**src/rtl/core/drab_pkg.sv**
```systemverilog
// drab_pkg: shared types, widths and register codes for the detection row
// argmax and box decode block. No dependencies.
package drab_pkg;

    localparam int unsigned MAX_CLASSES = 128;
    localparam int unsigned ELEM_W      = 18;
    localparam int unsigned LABEL_W     = 7;
    localparam int unsigned POS_W       = 8;
    localparam int unsigned CORNER_W    = 20;   // 2*centre +/- extent
    localparam int unsigned PROD_W      = 34;   // corner times frame size
    localparam int unsigned PIX_W       = 17;   // whole pixels before clamp
    localparam int unsigned FRAC_BITS   = 17;   // corners are Q.17
    localparam int unsigned RECT_POS_W  = 15;
    localparam int unsigned RECT_LEN_W  = 14;
    localparam int unsigned CFG_IDX_W   = 8;
    localparam int unsigned CFG_DATA_W  = 16;
    localparam int unsigned QUEUE_DEPTH = 4;
    localparam int unsigned QPTR_W      = $clog2(QUEUE_DEPTH);

    typedef enum logic [CFG_IDX_W-1:0] {
        CFG_CLASS_COUNT  = 8'd0,
        CFG_FRAME_WIDTH  = 8'd1,
        CFG_FRAME_HEIGHT = 8'd2,
        CFG_SCORE_THRESH = 8'd3
    } t_cfg_idx;

    typedef struct packed {
        logic [7:0]  class_count;
        logic [12:0] frame_width;
        logic [12:0] frame_height;
        logic [15:0] score_threshold;
    } t_cfg;

    // One finished row that passed the threshold, waiting for box decode.
    typedef struct packed {
        logic [LABEL_W-1:0]         label;
        logic signed [ELEM_W-1:0]   score;
        logic signed [CORNER_W-1:0] x0;
        logic signed [CORNER_W-1:0] x1;
        logic signed [CORNER_W-1:0] y0;
        logic signed [CORNER_W-1:0] y1;
    } t_job;

    // Queue status toward the front and back parts.
    typedef struct packed {
        logic full;
        logic empty;
    } t_queue_stat;

endpackage

```
**src/rtl/core/drab_if.sv**
```systemverilog
// drab_if: valid/ready channel interfaces for elements, detections and
// configuration writes. Depends on drab_pkg.
interface drab_in_if;
    logic                                   valid;
    logic                                   ready;
    logic signed [drab_pkg::ELEM_W-1:0]     element_value;

    modport source (output valid, output element_value, input ready);
    modport sink   (input valid, input element_value, output ready);
endinterface

interface drab_out_if;
    logic                                       valid;
    logic                                       ready;
    logic [drab_pkg::LABEL_W-1:0]               class_label;
    logic signed [drab_pkg::ELEM_W-1:0]         best_score;
    logic signed [drab_pkg::RECT_POS_W-1:0]     rect_x;
    logic signed [drab_pkg::RECT_POS_W-1:0]     rect_y;
    logic [drab_pkg::RECT_LEN_W-1:0]            rect_width;
    logic [drab_pkg::RECT_LEN_W-1:0]            rect_height;

    modport source (output valid, output class_label, output best_score, output rect_x,
                    output rect_y, output rect_width, output rect_height, input ready);
    modport sink   (input valid, input class_label, input best_score, input rect_x,
                    input rect_y, input rect_width, input rect_height, output ready);
endinterface

interface drab_cfg_if;
    logic                               valid;
    logic                               ready;
    logic [drab_pkg::CFG_IDX_W-1:0]     index;
    logic [drab_pkg::CFG_DATA_W-1:0]    data;

    modport source (output valid, output index, output data, input ready);
    modport sink   (input valid, input index, input data, output ready);
endinterface

```
**src/rtl/core/detection_row_argmax_box_decode.sv**
```systemverilog
// detection_row_argmax_box_decode: top level; configuration registers plus
// front, job queue and back. Depends on drab_pkg, drab_if and all drab_* modules.
//
// Usage:
//   i_elem streams detector tensor elements, one item per cycle. Each row is
//   four box values (cx, cy, w, h, Q2.16) then class_count class scores.
//   o_det carries one detection at the end of a row whose best score is at
//   least score_threshold: label, score and a clamped pixel rectangle.
//   i_cfg writes the four registers (index 0..3); writes to other indexes are
//   ignored. ready is always high; write only while no row result is pending.
// Throughput: one element per cycle, sustained. The front takes an element
//   every cycle unless the 4-entry job queue is full.
// Result path: a row's job is queued when its last element is taken, then
//   passes the scale multiply, truncate and clamp registers to o_det.
// Stall: while o_det is stalled the back holds its pipeline; queued jobs keep
//   arriving until the queue fills, then i_elem.ready drops.
// Reset: row position restarts, queue and pipeline empty, registers return
//   to 80 classes, 640x640 frame, threshold 29491 (0.45).
module detection_row_argmax_box_decode (
    input  logic        i_clk,
    input  logic        i_rst_n,
    drab_in_if.sink     i_elem,
    drab_cfg_if.sink    i_cfg,
    drab_out_if.source  o_det
);

    drab_pkg::t_cfg         r_cfg;
    drab_pkg::t_queue_stat  qstat;
    drab_pkg::t_job         push_job;
    drab_pkg::t_job         head_job;
    logic                   push;
    logic                   pop;

    assign i_cfg.ready = 1'b1;

    always_ff @(posedge i_clk) begin
        if (!i_rst_n) begin
            r_cfg.class_count     <= 8'd80;
            r_cfg.frame_width     <= 13'd640;
            r_cfg.frame_height    <= 13'd640;
            r_cfg.score_threshold <= 16'd29491;
        end else if (i_cfg.valid) begin
            case (i_cfg.index)
                drab_pkg::CFG_CLASS_COUNT:  r_cfg.class_count     <= i_cfg.data[7:0];
                drab_pkg::CFG_FRAME_WIDTH:  r_cfg.frame_width     <= i_cfg.data[12:0];
                drab_pkg::CFG_FRAME_HEIGHT: r_cfg.frame_height    <= i_cfg.data[12:0];
                drab_pkg::CFG_SCORE_THRESH: r_cfg.score_threshold <= i_cfg.data;
                default: ;
            endcase
        end
    end

    // Front: row counting, box capture, argmax, threshold.
    drab_front u_front (
        .i_clk   (i_clk),
        .i_rst_n (i_rst_n),
        .i_cfg   (r_cfg),
        .i_qstat (qstat),
        .i_elem  (i_elem),
        .o_push  (push),
        .o_job   (push_job)
    );

    // Decouples the element stream from output stalls.
    drab_queue u_queue (
        .i_clk   (i_clk),
        .i_rst_n (i_rst_n),
        .i_push  (push),
        .i_job   (push_job),
        .i_pop   (pop),
        .o_job   (head_job),
        .o_stat  (qstat)
    );

    // Back: box to pixel rectangle and output register.
    drab_back u_back (
        .i_clk   (i_clk),
        .i_rst_n (i_rst_n),
        .i_cfg   (r_cfg),
        .i_qstat (qstat),
        .i_job   (head_job),
        .o_pop   (pop),
        .o_det   (o_det)
    );

endmodule

```
**src/rtl/core/drab_front.sv**
```systemverilog
// drab_front: row position counter, box capture and running argmax; pushes
// a job for every row whose best score passes. Depends on drab_pkg, drab_if.
module drab_front (
    input  logic                    i_clk,
    input  logic                    i_rst_n,
    input  drab_pkg::t_cfg          i_cfg,
    input  drab_pkg::t_queue_stat   i_qstat,
    drab_in_if.sink                 i_elem,
    output logic                    o_push,
    output drab_pkg::t_job          o_job
);

    logic [drab_pkg::POS_W-1:0]             r_pos, n_pos;
    logic signed [drab_pkg::ELEM_W-1:0]     r_box [4];
    logic signed [drab_pkg::ELEM_W-1:0]     r_best, n_best;
    logic [drab_pkg::LABEL_W-1:0]           r_idx, n_idx;
    logic [drab_pkg::POS_W-1:0]             cc_eff;
    logic [drab_pkg::POS_W-1:0]             last_pos;
    logic [drab_pkg::POS_W-1:0]             cls_pos;
    logic                                   accept;
    logic                                   row_end;
    logic                                   pass;
    logic signed [drab_pkg::ELEM_W-1:0]     v;

    assign v        = i_elem.element_value;
    assign i_elem.ready = !i_qstat.full;
    assign accept   = i_elem.valid && i_elem.ready;

    always_comb begin
        if (i_cfg.class_count == '0) begin
            cc_eff = drab_pkg::POS_W'(1);
        end else if (i_cfg.class_count > drab_pkg::POS_W'(drab_pkg::MAX_CLASSES)) begin
            cc_eff = drab_pkg::POS_W'(drab_pkg::MAX_CLASSES);
        end else begin
            cc_eff = i_cfg.class_count;
        end
    end

    assign last_pos = cc_eff + drab_pkg::POS_W'(3);
    assign cls_pos  = r_pos - drab_pkg::POS_W'(4);
    assign row_end  = (r_pos >= last_pos);

    // Running argmax: first class score always loads, ties keep the earlier one.
    always_comb begin
        n_best = r_best;
        n_idx  = r_idx;
        if (r_pos >= drab_pkg::POS_W'(4)) begin
            if (r_pos == drab_pkg::POS_W'(4) || v > r_best) begin
                n_best = v;
                n_idx  = cls_pos[drab_pkg::LABEL_W-1:0];
            end
        end
    end

    assign n_pos = row_end ? '0 : r_pos + drab_pkg::POS_W'(1);

    // Signed score against unsigned threshold: negatives never pass.
    assign pass = !n_best[drab_pkg::ELEM_W-1] &&
                  (n_best[drab_pkg::ELEM_W-2:0] >= {1'b0, i_cfg.score_threshold});

    always_ff @(posedge i_clk) begin
        if (!i_rst_n) begin
            r_pos  <= '0;
            r_best <= '0;
            r_idx  <= '0;
        end else if (accept) begin
            r_pos  <= n_pos;
            r_best <= n_best;
            r_idx  <= n_idx;
        end
    end

    always_ff @(posedge i_clk) begin
        if (accept && r_pos < drab_pkg::POS_W'(4)) begin
            r_box[r_pos[1:0]] <= v;
        end
    end

    // Corners in Q.17: 2*centre -/+ extent.
    always_comb begin
        o_job.label = n_idx;
        o_job.score = n_best;
        o_job.x0 = (drab_pkg::CORNER_W'(r_box[0]) <<< 1) - drab_pkg::CORNER_W'(r_box[2]);
        o_job.x1 = (drab_pkg::CORNER_W'(r_box[0]) <<< 1) + drab_pkg::CORNER_W'(r_box[2]);
        o_job.y0 = (drab_pkg::CORNER_W'(r_box[1]) <<< 1) - drab_pkg::CORNER_W'(r_box[3]);
        o_job.y1 = (drab_pkg::CORNER_W'(r_box[1]) <<< 1) + drab_pkg::CORNER_W'(r_box[3]);
    end

    assign o_push = accept && row_end && pass;

endmodule

```
**src/rtl/core/drab_queue.sv**
```systemverilog
// drab_queue: small job FIFO between front and back parts.
// Depends on drab_pkg.
module drab_queue (
    input  logic                    i_clk,
    input  logic                    i_rst_n,
    input  logic                    i_push,
    input  drab_pkg::t_job          i_job,
    input  logic                    i_pop,
    output drab_pkg::t_job          o_job,
    output drab_pkg::t_queue_stat   o_stat
);

    drab_pkg::t_job                 r_mem [drab_pkg::QUEUE_DEPTH];
    logic [drab_pkg::QPTR_W-1:0]    r_wr_ptr;
    logic [drab_pkg::QPTR_W-1:0]    r_rd_ptr;
    logic [drab_pkg::QPTR_W:0]      r_count, n_count;

    assign o_stat.full  = (r_count == (drab_pkg::QPTR_W+1)'(drab_pkg::QUEUE_DEPTH));
    assign o_stat.empty = (r_count == '0);
    assign o_job        = r_mem[r_rd_ptr];

    always_comb begin
        n_count = r_count;
        if (i_push && !i_pop) begin
            n_count = r_count + 1'b1;
        end else if (i_pop && !i_push) begin
            n_count = r_count - 1'b1;
        end
    end

    always_ff @(posedge i_clk) begin
        if (!i_rst_n) begin
            r_wr_ptr <= '0;
            r_rd_ptr <= '0;
            r_count  <= '0;
        end else begin
            if (i_push) begin
                r_wr_ptr <= r_wr_ptr + 1'b1;
            end
            if (i_pop) begin
                r_rd_ptr <= r_rd_ptr + 1'b1;
            end
            r_count <= n_count;
        end
    end

    always_ff @(posedge i_clk) begin
        if (i_push) begin
            r_mem[r_wr_ptr] <= i_job;
        end
    end

endmodule

```
**src/rtl/core/drab_back.sv**
```systemverilog
// drab_back: three-stage box decode (scale, truncate, then min/extent/clamp into
// the output register). Depends on drab_pkg, drab_if.
module drab_back (
    input  logic                    i_clk,
    input  logic                    i_rst_n,
    input  drab_pkg::t_cfg          i_cfg,
    input  drab_pkg::t_queue_stat   i_qstat,
    input  drab_pkg::t_job          i_job,
    output logic                    o_pop,
    drab_out_if.source              o_det
);

    localparam int unsigned PW = drab_pkg::PROD_W;
    localparam int unsigned XW = drab_pkg::PIX_W;
    localparam int unsigned FB = drab_pkg::FRAC_BITS;

    // stage 1: products
    logic                               r1_v;
    logic [drab_pkg::LABEL_W-1:0]       r1_label;
    logic signed [drab_pkg::ELEM_W-1:0] r1_score;
    logic signed [PW-1:0]               r1_px0, r1_px1, r1_py0, r1_py1;
    // stage 2: whole pixels
    logic                               r2_v;
    logic [drab_pkg::LABEL_W-1:0]       r2_label;
    logic signed [drab_pkg::ELEM_W-1:0] r2_score;
    logic signed [XW-1:0]               r2_x0, r2_x1, r2_y0, r2_y1;
    // stage 3: output register
    logic                               r3_v;

    logic adv1, adv2, adv3;
    logic signed [drab_pkg::RECT_POS_W-1:0] n_rx, n_ry;
    logic [drab_pkg::RECT_LEN_W-1:0]        n_rw, n_rh;

    assign adv3  = r2_v && (!r3_v || o_det.ready);
    assign adv2  = r1_v && (!r2_v || adv3);
    assign adv1  = !i_qstat.empty && (!r1_v || adv2);
    assign o_pop = adv1;
    assign o_det.valid = r3_v;

    function automatic logic signed [PW-1:0] scale_corner(
        input logic signed [drab_pkg::CORNER_W-1:0] corner,
        input logic [12:0]                          size
    );
        logic signed [PW-1:0] c;
        logic signed [PW-1:0] s;
        c = PW'(corner);
        s = $signed(PW'(size));
        return c * s;
    endfunction

    // Divide by 2^17 toward zero: bias negatives before the shift.
    function automatic logic signed [XW-1:0] to_pixel(input logic signed [PW-1:0] p);
        logic [PW-1:0] sum;
        sum = p + (p[PW-1] ? PW'((1 << FB) - 1) : PW'(0));
        return sum[PW-1:FB];
    endfunction

    function automatic logic signed [drab_pkg::RECT_POS_W-1:0] clamp_pos(
        input logic signed [XW-1:0] q
    );
        if (q < -(XW'(1) <<< (drab_pkg::RECT_POS_W-1))) begin
            return {1'b1, {(drab_pkg::RECT_POS_W-1){1'b0}}};
        end else if (q > XW'((1 << (drab_pkg::RECT_POS_W-1)) - 1)) begin
            return {1'b0, {(drab_pkg::RECT_POS_W-1){1'b1}}};
        end else begin
            return q[drab_pkg::RECT_POS_W-1:0];
        end
    endfunction

    function automatic logic [drab_pkg::RECT_LEN_W-1:0] clamp_len(
        input logic [XW:0] d
    );
        if (d > (XW+1)'((1 << drab_pkg::RECT_LEN_W) - 1)) begin
            return '1;
        end else begin
            return d[drab_pkg::RECT_LEN_W-1:0];
        end
    endfunction

    always_comb begin
        logic signed [XW-1:0] xlo, xhi, ylo, yhi;
        logic [XW:0]          xd, yd;
        xlo  = (r2_x0 < r2_x1) ? r2_x0 : r2_x1;
        xhi  = (r2_x0 < r2_x1) ? r2_x1 : r2_x0;
        ylo  = (r2_y0 < r2_y1) ? r2_y0 : r2_y1;
        yhi  = (r2_y0 < r2_y1) ? r2_y1 : r2_y0;
        xd   = (XW+1)'(xhi) - (XW+1)'(xlo);
        yd   = (XW+1)'(yhi) - (XW+1)'(ylo);
        n_rx = clamp_pos(xlo);
        n_ry = clamp_pos(ylo);
        n_rw = clamp_len(xd);
        n_rh = clamp_len(yd);
    end

    always_ff @(posedge i_clk) begin
        if (!i_rst_n) begin
            r1_v <= 1'b0;
            r2_v <= 1'b0;
            r3_v <= 1'b0;
        end else begin
            if (adv1) begin
                r1_v <= 1'b1;
            end else if (adv2) begin
                r1_v <= 1'b0;
            end
            if (adv2) begin
                r2_v <= 1'b1;
            end else if (adv3) begin
                r2_v <= 1'b0;
            end
            if (adv3) begin
                r3_v <= 1'b1;
            end else if (o_det.ready) begin
                r3_v <= 1'b0;
            end
        end
    end

    always_ff @(posedge i_clk) begin
        if (adv1) begin
            r1_label <= i_job.label;
            r1_score <= i_job.score;
            r1_px0   <= scale_corner(i_job.x0, i_cfg.frame_width);
            r1_px1   <= scale_corner(i_job.x1, i_cfg.frame_width);
            r1_py0   <= scale_corner(i_job.y0, i_cfg.frame_height);
            r1_py1   <= scale_corner(i_job.y1, i_cfg.frame_height);
        end
        if (adv2) begin
            r2_label <= r1_label;
            r2_score <= r1_score;
            r2_x0    <= to_pixel(r1_px0);
            r2_x1    <= to_pixel(r1_px1);
            r2_y0    <= to_pixel(r1_py0);
            r2_y1    <= to_pixel(r1_py1);
        end
        if (adv3) begin
            o_det.class_label <= r2_label;
            o_det.best_score  <= r2_score;
            o_det.rect_x      <= n_rx;
            o_det.rect_y      <= n_ry;
            o_det.rect_width  <= n_rw;
            o_det.rect_height <= n_rh;
        end
    end

endmodule

```
**src/flat_wrapper.sv**
```systemverilog
// flat-port wrapper written by rule: the top's interface ports become plain ports
module detection_row_argmax_box_decode_flat 
  (i_clk, i_rst_n, i_elem_valid, i_elem_element_value, i_elem_ready, i_cfg_valid, i_cfg_index, i_cfg_data, i_cfg_ready, o_det_valid, o_det_class_label, o_det_best_score, o_det_rect_x, o_det_rect_y, o_det_rect_width, o_det_rect_height, o_det_ready);
  drab_in_if i_elem_i ();
  drab_cfg_if i_cfg_i ();
  drab_out_if o_det_i ();
  input  logic i_clk;
  input  logic i_rst_n;
  input wire logic [$bits(i_elem_i.valid)-1:0] i_elem_valid;
  input wire logic [$bits(i_elem_i.element_value)-1:0] i_elem_element_value;
  output wire logic [$bits(i_elem_i.ready)-1:0] i_elem_ready;
  input wire logic [$bits(i_cfg_i.valid)-1:0] i_cfg_valid;
  input wire logic [$bits(i_cfg_i.index)-1:0] i_cfg_index;
  input wire logic [$bits(i_cfg_i.data)-1:0] i_cfg_data;
  output wire logic [$bits(i_cfg_i.ready)-1:0] i_cfg_ready;
  output wire logic [$bits(o_det_i.valid)-1:0] o_det_valid;
  output wire logic [$bits(o_det_i.class_label)-1:0] o_det_class_label;
  output wire logic [$bits(o_det_i.best_score)-1:0] o_det_best_score;
  output wire logic [$bits(o_det_i.rect_x)-1:0] o_det_rect_x;
  output wire logic [$bits(o_det_i.rect_y)-1:0] o_det_rect_y;
  output wire logic [$bits(o_det_i.rect_width)-1:0] o_det_rect_width;
  output wire logic [$bits(o_det_i.rect_height)-1:0] o_det_rect_height;
  input wire logic [$bits(o_det_i.ready)-1:0] o_det_ready;
  assign i_elem_i.valid = i_elem_valid;
  assign i_elem_i.element_value = i_elem_element_value;
  assign i_elem_ready = i_elem_i.ready;
  assign i_cfg_i.valid = i_cfg_valid;
  assign i_cfg_i.index = i_cfg_index;
  assign i_cfg_i.data = i_cfg_data;
  assign i_cfg_ready = i_cfg_i.ready;
  assign o_det_valid = o_det_i.valid;
  assign o_det_class_label = o_det_i.class_label;
  assign o_det_best_score = o_det_i.best_score;
  assign o_det_rect_x = o_det_i.rect_x;
  assign o_det_rect_y = o_det_i.rect_y;
  assign o_det_rect_width = o_det_i.rect_width;
  assign o_det_rect_height = o_det_i.rect_height;
  assign o_det_i.ready = o_det_ready;
  detection_row_argmax_box_decode u_core (.i_clk(i_clk), .i_rst_n(i_rst_n), .i_elem(i_elem_i), .i_cfg(i_cfg_i), .o_det(o_det_i));
endmodule
```
**config.mk**
```make
export PLATFORM = sky130hd
export DESIGN_NAME = detection_row_argmax_box_decode_flat
export DESIGN_NICKNAME = d
export VERILOG_FILES = /design/src/rtl/core/drab_pkg.sv /design/src/rtl/core/drab_if.sv /design/src/rtl/core/detection_row_argmax_box_decode.sv /design/src/rtl/core/drab_front.sv /design/src/rtl/core/drab_queue.sv /design/src/rtl/core/drab_back.sv /design/src/flat_wrapper.sv
export SDC_FILE = /design/constraint.sdc
export NUM_CORES = 2
export LEC_CHECK = 0
export BUFFER_PORTS_ARGS = -buffer_cell sky130_fd_sc_hd__buf_2
export CELL_PAD_IN_SITES_DETAIL_PLACEMENT = 1
export CELL_PAD_IN_SITES_GLOBAL_PLACEMENT = 1
export CORE_MARGIN = 5
export CORE_UTILIZATION = 25
export CTS_CLUSTER_SIZE = 10
export DETAILED_ROUTE_END_ITERATION = 7
export PLACE_DENSITY_LB_ADDON = 0.25
export SYNTH_ARGS = -nofsm -noshare
export SYNTH_HDL_FRONTEND = slang
export SYNTH_HIERARCHICAL = 1
export SYNTH_SLANG_ARGS = --single-unit
```
**constraint.sdc**
```tcl
create_clock -name i_clk -period 12.7 [get_ports i_clk]
set_input_delay 1.905 -clock i_clk [delete_from_list [all_inputs] [get_ports i_clk]]
set_output_delay 1.905 -clock i_clk [all_outputs]
set_load 0.01 [all_outputs]
```
# [After elaboration in Yosys (flattened, before gate mapping)]
# Memories as Yosys holds them, arrays and structs flattened. A register that Yosys moved wholly into a read port is not among the register bits.
# Cells that the tools add are included.
# W data, S select, Z words.
[word_totals] regBits=430 ram_bits=492 n_memories=2
[mem_list] memory="u_core.u_queue.r_mem" words=4 width=105 read_ports=1 rd_clocked_by_memory_dff=1 wr=1 line_no="drab_queue.sv:13" rtl="drab_pkg::t_job r_mem [drab_pkg::QUEUE_DEPTH];"
[mem_list] memory="u_core.u_front.r_box" words=4 width=18 read_ports=4 rd_clocked_by_memory_dff=0 wr=1 line_no="drab_front.sv:14" rtl="logic signed [drab_pkg::ELEM_W-1:0] r_box [4];"
[classes] add_sub_neg=17 n_mul=4 magnitude_cmp=14 eq_ne=5 muxes=31 n_reduce_logical=33
[op_table] operator="$add A34 B18 Y34" n=4
[op_table] operator="$mul A20 B14 Y34" n=4
[op_table] operator="$mux W17" n=8
[op_table] operator="$add A19 B18 Y20" n=2
[op_table] operator="$sub A19 B18 Y20" n=2
[op_table] operator="$gt A18 B14 Y1 const B" n=2
[op_table] operator="$mux W18" n=2
[op_table] operator="$sub A17 B17 Y18" n=2
[op_table] operator="$gt A17 B15 Y1 const B" n=2
[op_table] operator="$lt A17 B15 Y1 const B" n=2
[op_table] operator="$lt A17 B17 Y1" n=2
[op_table] operator="$mux W15" n=2
[op_table] operator="$mux W8" n=3
[op_table] operator="$gt A18 B18 Y1" n=1
[op_table] operator="$ge A17 B16 Y1" n=1
[op_table] operator="$eq A8 B2 Y1 const B" n=2
[op_table] operator="$logic_not A8 Y1" n=2
[op_table] operator="$mux W7" n=2
[op_table] operator="$logic_and A1 B1 Y1" n=10
[op_table] operator="$mux W1" n=10
[op_table] operator="$add A8 B1 Y8 const B" n=1
[op_table] operator="$add A8 B2 Y8 const B" n=1
[op_table] operator="$eq A8 B1 Y1 const B" n=1
[op_table] operator="$eq A8 B3 Y1 const B" n=1
[op_table] operator="other kinds (16)" n=35

# [Depth between registers and ports, before layout]
[depth] ltp_word=11 mapped_depth=32

# [Hierarchy]
# Netlist, hierarchy kept.
[modules_own_cells] mod="drab_back" n_inst=1 cells_per_inst=5482 area_per_inst_um2=53965.5 seq_area_each_um2=10179.8
[modules_own_cells] mod="drab_queue" n_inst=1 cells_per_inst=592 area_per_inst_um2=15602.5 seq_area_each_um2=12792.3
[modules_own_cells] mod="drab_front" n_inst=1 cells_per_inst=1004 area_per_inst_um2=8856.0 seq_area_each_um2=2822.7
[modules_own_cells] mod="detection_row_argmax_box_decode" n_inst=1 cells_per_inst=196 area_per_inst_um2=1999.4 seq_area_each_um2=1001.0

# [Worst setup path after synthesis]
# Ideal clock, no wire load.
[synth_timing] path_kind="input port to flip-flop" start="input port o_det_ready" end="register u_core/u_queue/r_count[2] (netlist bit)" setup_ps=76 t_arrival_ps=11539 setup_slack_ps=1085 path_stages=10 n_path_buf=0 path_cell_list="nor2b_1 > and2_1 > a21oi_1 > inv_1 > ha_1 > inv_1 > fa_1 > xor2_1 > or3_1 > a21boi_0"
[synth_between] elab_chain_len=9 word_cells_on_any_way=11 cone_classes="mux: 1; reduce/logical: 10"
[synth_rtl] item="from (decl)" line_no="flat_wrapper.sv:23" rtl="input wire logic [$bits(o_det_i.ready)-1:0] o_det_ready;"
[synth_rtl] item="$logic_or A1 B1 Y1 (*)" line_no="drab_back.sv:34" rtl="assign adv3 = r2_v && (!r3_v || o_det.ready);"
[synth_rtl] item="$logic_and A1 B1 Y1 (*)" line_no="drab_back.sv:34"
[synth_rtl] item="$logic_or A1 B1 Y1 (*)" line_no="drab_back.sv:35" rtl="assign adv2 = r1_v && (!r2_v || adv3);"
[synth_rtl] item="$logic_and A1 B1 Y1 (*)" line_no="drab_back.sv:35"
[synth_rtl] item="$logic_or A1 B1 Y1 (*)" line_no="drab_back.sv:36" rtl="assign adv1 = !i_qstat.empty && (!r1_v || adv2);"
[synth_rtl] item="$logic_and A1 B1 Y1 (*)" line_no="drab_back.sv:36"
[synth_rtl] item="named net u_core.pop" line_no="detection_row_argmax_box_decode.sv:32" rtl="logic pop;"
[synth_rtl] item="$logic_not A1 Y1" line_no="drab_queue.sv:24" rtl="if (i_push && !i_pop) begin"
[synth_rtl] item="$logic_and A1 B1 Y1" line_no="drab_queue.sv:24"
[synth_rtl] item="$mux W3 / $reduce_bool A2 Y1 (equally long branches)"
[synth_rtl] item="to (signal assigned)" line_no="drab_queue.sv:43" rtl="r_count <= n_count;"
[synth_rtl] item="to (decl)" line_no="drab_queue.sv:16" rtl="logic [drab_pkg::QPTR_W:0] r_count, n_count;"
# Mark *: on every way through the listed nets, which the timed path passes. The rest lies on a longest branch.
# A chain may end at the register's enable or synchronous reset.

==> reports/qor.yml <==
global_route:
  grt_usage_pct: 13.6
  grt_overflow: 0
  grt_pass1_vias: 58000
  grt_max_degree: 68
  antenna_found_initial: 19
  grt_pass1_wl_mm: 353
floorplan:
  die_w_um: 577
  dieHeight_um: 577
  dieArea_um2: 333000
  core_area_um2: 321000
  initial_core_util_pct: 25.1
  io_pins: 133
  core.rowCount: 208
critical_path:
  cp_max_fo: 37
  r2r_end: "u_core/u_back/r1_py0[33]"
  path_class: "register to register"
  r2r_cells: 27
  critPathArrivalTime_ns: 9.46
  end_kind: "register"
  cp-start-kind: "register"
  required_ns: 13.24
  ff2ff_setup_slack_ns: 3.78
timing:
  setup_tns_ns: 0
  rsz0062_at_grt: "false"
  slew_headroom_pct: 7.74
  fin_crit_ns: 8.92
  fmax_ghz: 0.112
  setup_viol: 0
  slew_viol_final: 0
  finalHoldViolations: 0
  fin_hold_ws_ns: 0.415
  tightestPinTransition_ns: 1.35
  skew_ns: 0.0631
  final.period_utilization_pct: 70.2
  setup_ws_ns: 3.78
clock_tree:
  clk_latency_ns: 0.85
  cts_setup_buffers: 0
  cts.reportedPaths.clkPinSlew_ns: 0.06
  clk_path_buf_depth: 4
  cts-root-buf: "clkbuf_16"
  cts_tree: "built"
  numCtsBuffers: 119
  htree_levels: 3
  ctsResizeCount: 0
  cts_sinks: 924
  postCtsHoldBufs: 0
synthesis:
  avgSynthCellArea_um2: 11.1
  synth_edf_count: 829
  yosysSeqAreaShare_pct: 33.3
  syn_nets: 8865
  syn_inst: 7274
  synth_area_um2: 80400
  ys_warn_count: 6
  synthArstFlopShare_pct: 0
  ys_types: 108
  synth_top_flop_cell: "edfxtp_1"
  ys_seq_elements: 924
worst_hold_path:
  hold_class: "register to register"
  worstHoldEndpoint: "u_core/u_back/r2_score[14]"
  hp-start: "u_core/u_back/r1_score[14]"
  holdPathStages: 0
finish:
  final_area_um2: 89400
  seq_area_um2: 26800
  post-route-util_pct: 27.9
  instances_no_fill: 11700
  final_nets: 8879
  final_cell_mix: "1,318 x inv_1, 989 x fa_1, 890 x nand2_1"
  multi_input_area_um2: 47400
  layout_commonest_cell: "inv_1"
  drive_above_1_share_pct: 7.37
  syn2layout_area_growth_pct: 11.1
  fillCellCount: 35900
power:
  p_sw_share_pct: 44.0
  switching_power_mw: 8.11
  finalPower_mw: 18.4
  p_int_mw: 10.3
  p_clk_share_pct: 17.7
  power_density_nw_per_um2: 206
  seq_power_share_pct: 26.3
  p_leak_nw: 38.4
  power_frac_comb_pct: 55.9
  ir_drop_mv: 0.151
detailed_routing:
  routed_wl_mm: 227
  vias: 51200
  dr.pass1.iters: 7
  avgRoutedWirePerCell_um: 19.4
  detail_route.vias_per_cell: 4.38
  drcViolationCount: 0
  first_iter_violations: 2130
  drtAntennaViolNets: 0
outcome:
  status: "finished, final reports clean"
placed_design:
  place_ws_ns: 3.63
  gp_congestion: 0.790
  dp_hpwl_mm: 173
  dp.cells: 11500
  place_area_um2: 85600
  port_buffers: 131
run:
  max-cap-violations: 0
## metal layers
metal	vias up	GRT usage, %	routed length, um
li1	23600	-	-
met1	26700	18.7	107000
met2	659	22.9	107000
met3	259	1.70	7440
met4	10	3.28	5350
met5	-	0	66
## worst max-delay path, stage by stage (launching register included)
cell	delay, ns
dfxtp_4	0.59
buf_4	0.71
mux4_2	0.75
and2_1	0.24
fa_1	0.54
inv_1	0.05
fa_1	0.47
inv_1	0.05
fa_1	0.50
inv_1	0.06
fa_1	0.49
fa_1	0.49
inv_1	0.05
fa_1	0.43
ha_1	0.36
a21o_1	0.18
a21oi_1	0.15
o21ai_0	0.18
or3_1	0.34
o221ai_1	0.30
a21oi_1	0.23
a211oi_1	0.38
o21bai_1	0.15
nand2_1	0.09
nand2_1	0.08
a211o_1	0.33
o31ai_1	0.26
xnor2_1	0.12
## cell type report
cell class	count	area share, %
diodes	6	0.0168
clock buffers	184	3.78
clock inverters	30	0.423
inverters	1318	5.54
multi-input cells	4740	53.0
flip-flops and latches	924	30.0
well taps	4305	6.03
repair buffers	185	1.19
## flip-flops by register name, indices dropped and copies added, names as in the netlist, 18 cells and up, named ones only
| name | flops |
|---|---|
| u_core/u_back/r1_py0 | 34 |
| u_core/u_back/r2_score | 18 |
| u_core/u_back/r1_px1 | 34 |
| u_core/u_front/r_box | 72 |
| u_core/u_back/r1_py1 | 34 |
| u_core/r_cfg | 50 |
| u_core/u_back/r1_px0 | 34 |
| u_core/u_back/r1_score | 18 |
| u_core/u_queue/r_mem | 420 |
| u_core/u_back/o_det.best_score | 18 |
| u_core/u_front/r_best | 18 |
## power groups by stage
stage | clock (mW) | sequential [mW] | combinational [mW]
after global placement | 0 | 4.92 | 10.3
after CTS | 3.41 | 4.87 | 10.6
after detailed placement | 0 | 4.93 | 10.5
final | 3.27 | 4.86 | 10.3
after floorplan | 0 | 4.86 | 7.50
after global routing | 3.53 | 4.92 | 11.8
## synthesized netlist by cell type, types with 10 or more instances
library cell,count,area (um2)
inv_1,1318,4950
fa_1,989,19800
nand2_1,890,3340
edfxtp_1,829,24900
ha_1,555,6940
and2_1,448,2800
xnor2_1,242,2120
clkbuf_1,233,875
a21oi_1,227,1140
nor2_1,171,642
o21ai_0,123,616
mux4_2,105,2360
dfxtp_1,95,1900
a21o_1,94,706
mux2i_1,91,911
nor2b_1,79,494
xor2_1,73,639
nand3_1,70,350
nor3_1,54,270
nand2b_1,50,313
a31oi_1,37,231
o21bai_1,36,270
and3_1,33,206
nand4_1,32,200
buf_2,28,140
o21a_1,23,173
a211oi_1,20,150
and4_1,15,131
or3_1,15,93.8
o31a_1,13,114
o211ai_1,12,90.1
o31ai_1,12,90.1
buf_6,11,124
nand2_2,11,68.8
nor4_1,11,68.8
o21ai_1,11,55.1
nand3_2,10,100
## cell families (layout without fill, tap and decap cells)
| kind of cell | count (synthesis) | in the layout | share of synthesized area (%) |
|---|---|---|---|
| other | 1 | 7 | 0.00466 |
| AOI/OAI and AO/OA | 734 | 734 | 6.05 |
| DFF | 924 | 924 | 33.3 |
| buffers and inverters | 1610 | 1717 | 7.83 |
| muxes | 208 | 208 | 4.25 |
| and+or+nand+nor | 1937 | 1937 | 11.8 |
| adders and majority gates | 1544 | 1544 | 33.3 |
| xor gates and xnor gates | 316 | 316 | 3.45 |
## how the worst max path moves through the flow
stage          cells past startpoint  slack, ns                        end   startpoint
2_1_floorplan                     10       1.09  u_core/u_queue/r_count[2]  o_det_ready
3_3_place_gp                      27       3.68   u_core/u_back/r1_py0[32]     register
3_5_place_dp                      27       3.63   u_core/u_back/r1_py0[33]     register
4_1_cts                           27       3.60   u_core/u_back/r1_py0[33]     register
5_1_grt                           27       3.13   u_core/u_back/r1_py0[33]     register
6_report                          27       3.78   u_core/u_back/r1_py0[33]     register
No activity file was read; power rests on OpenSTA's default activity.
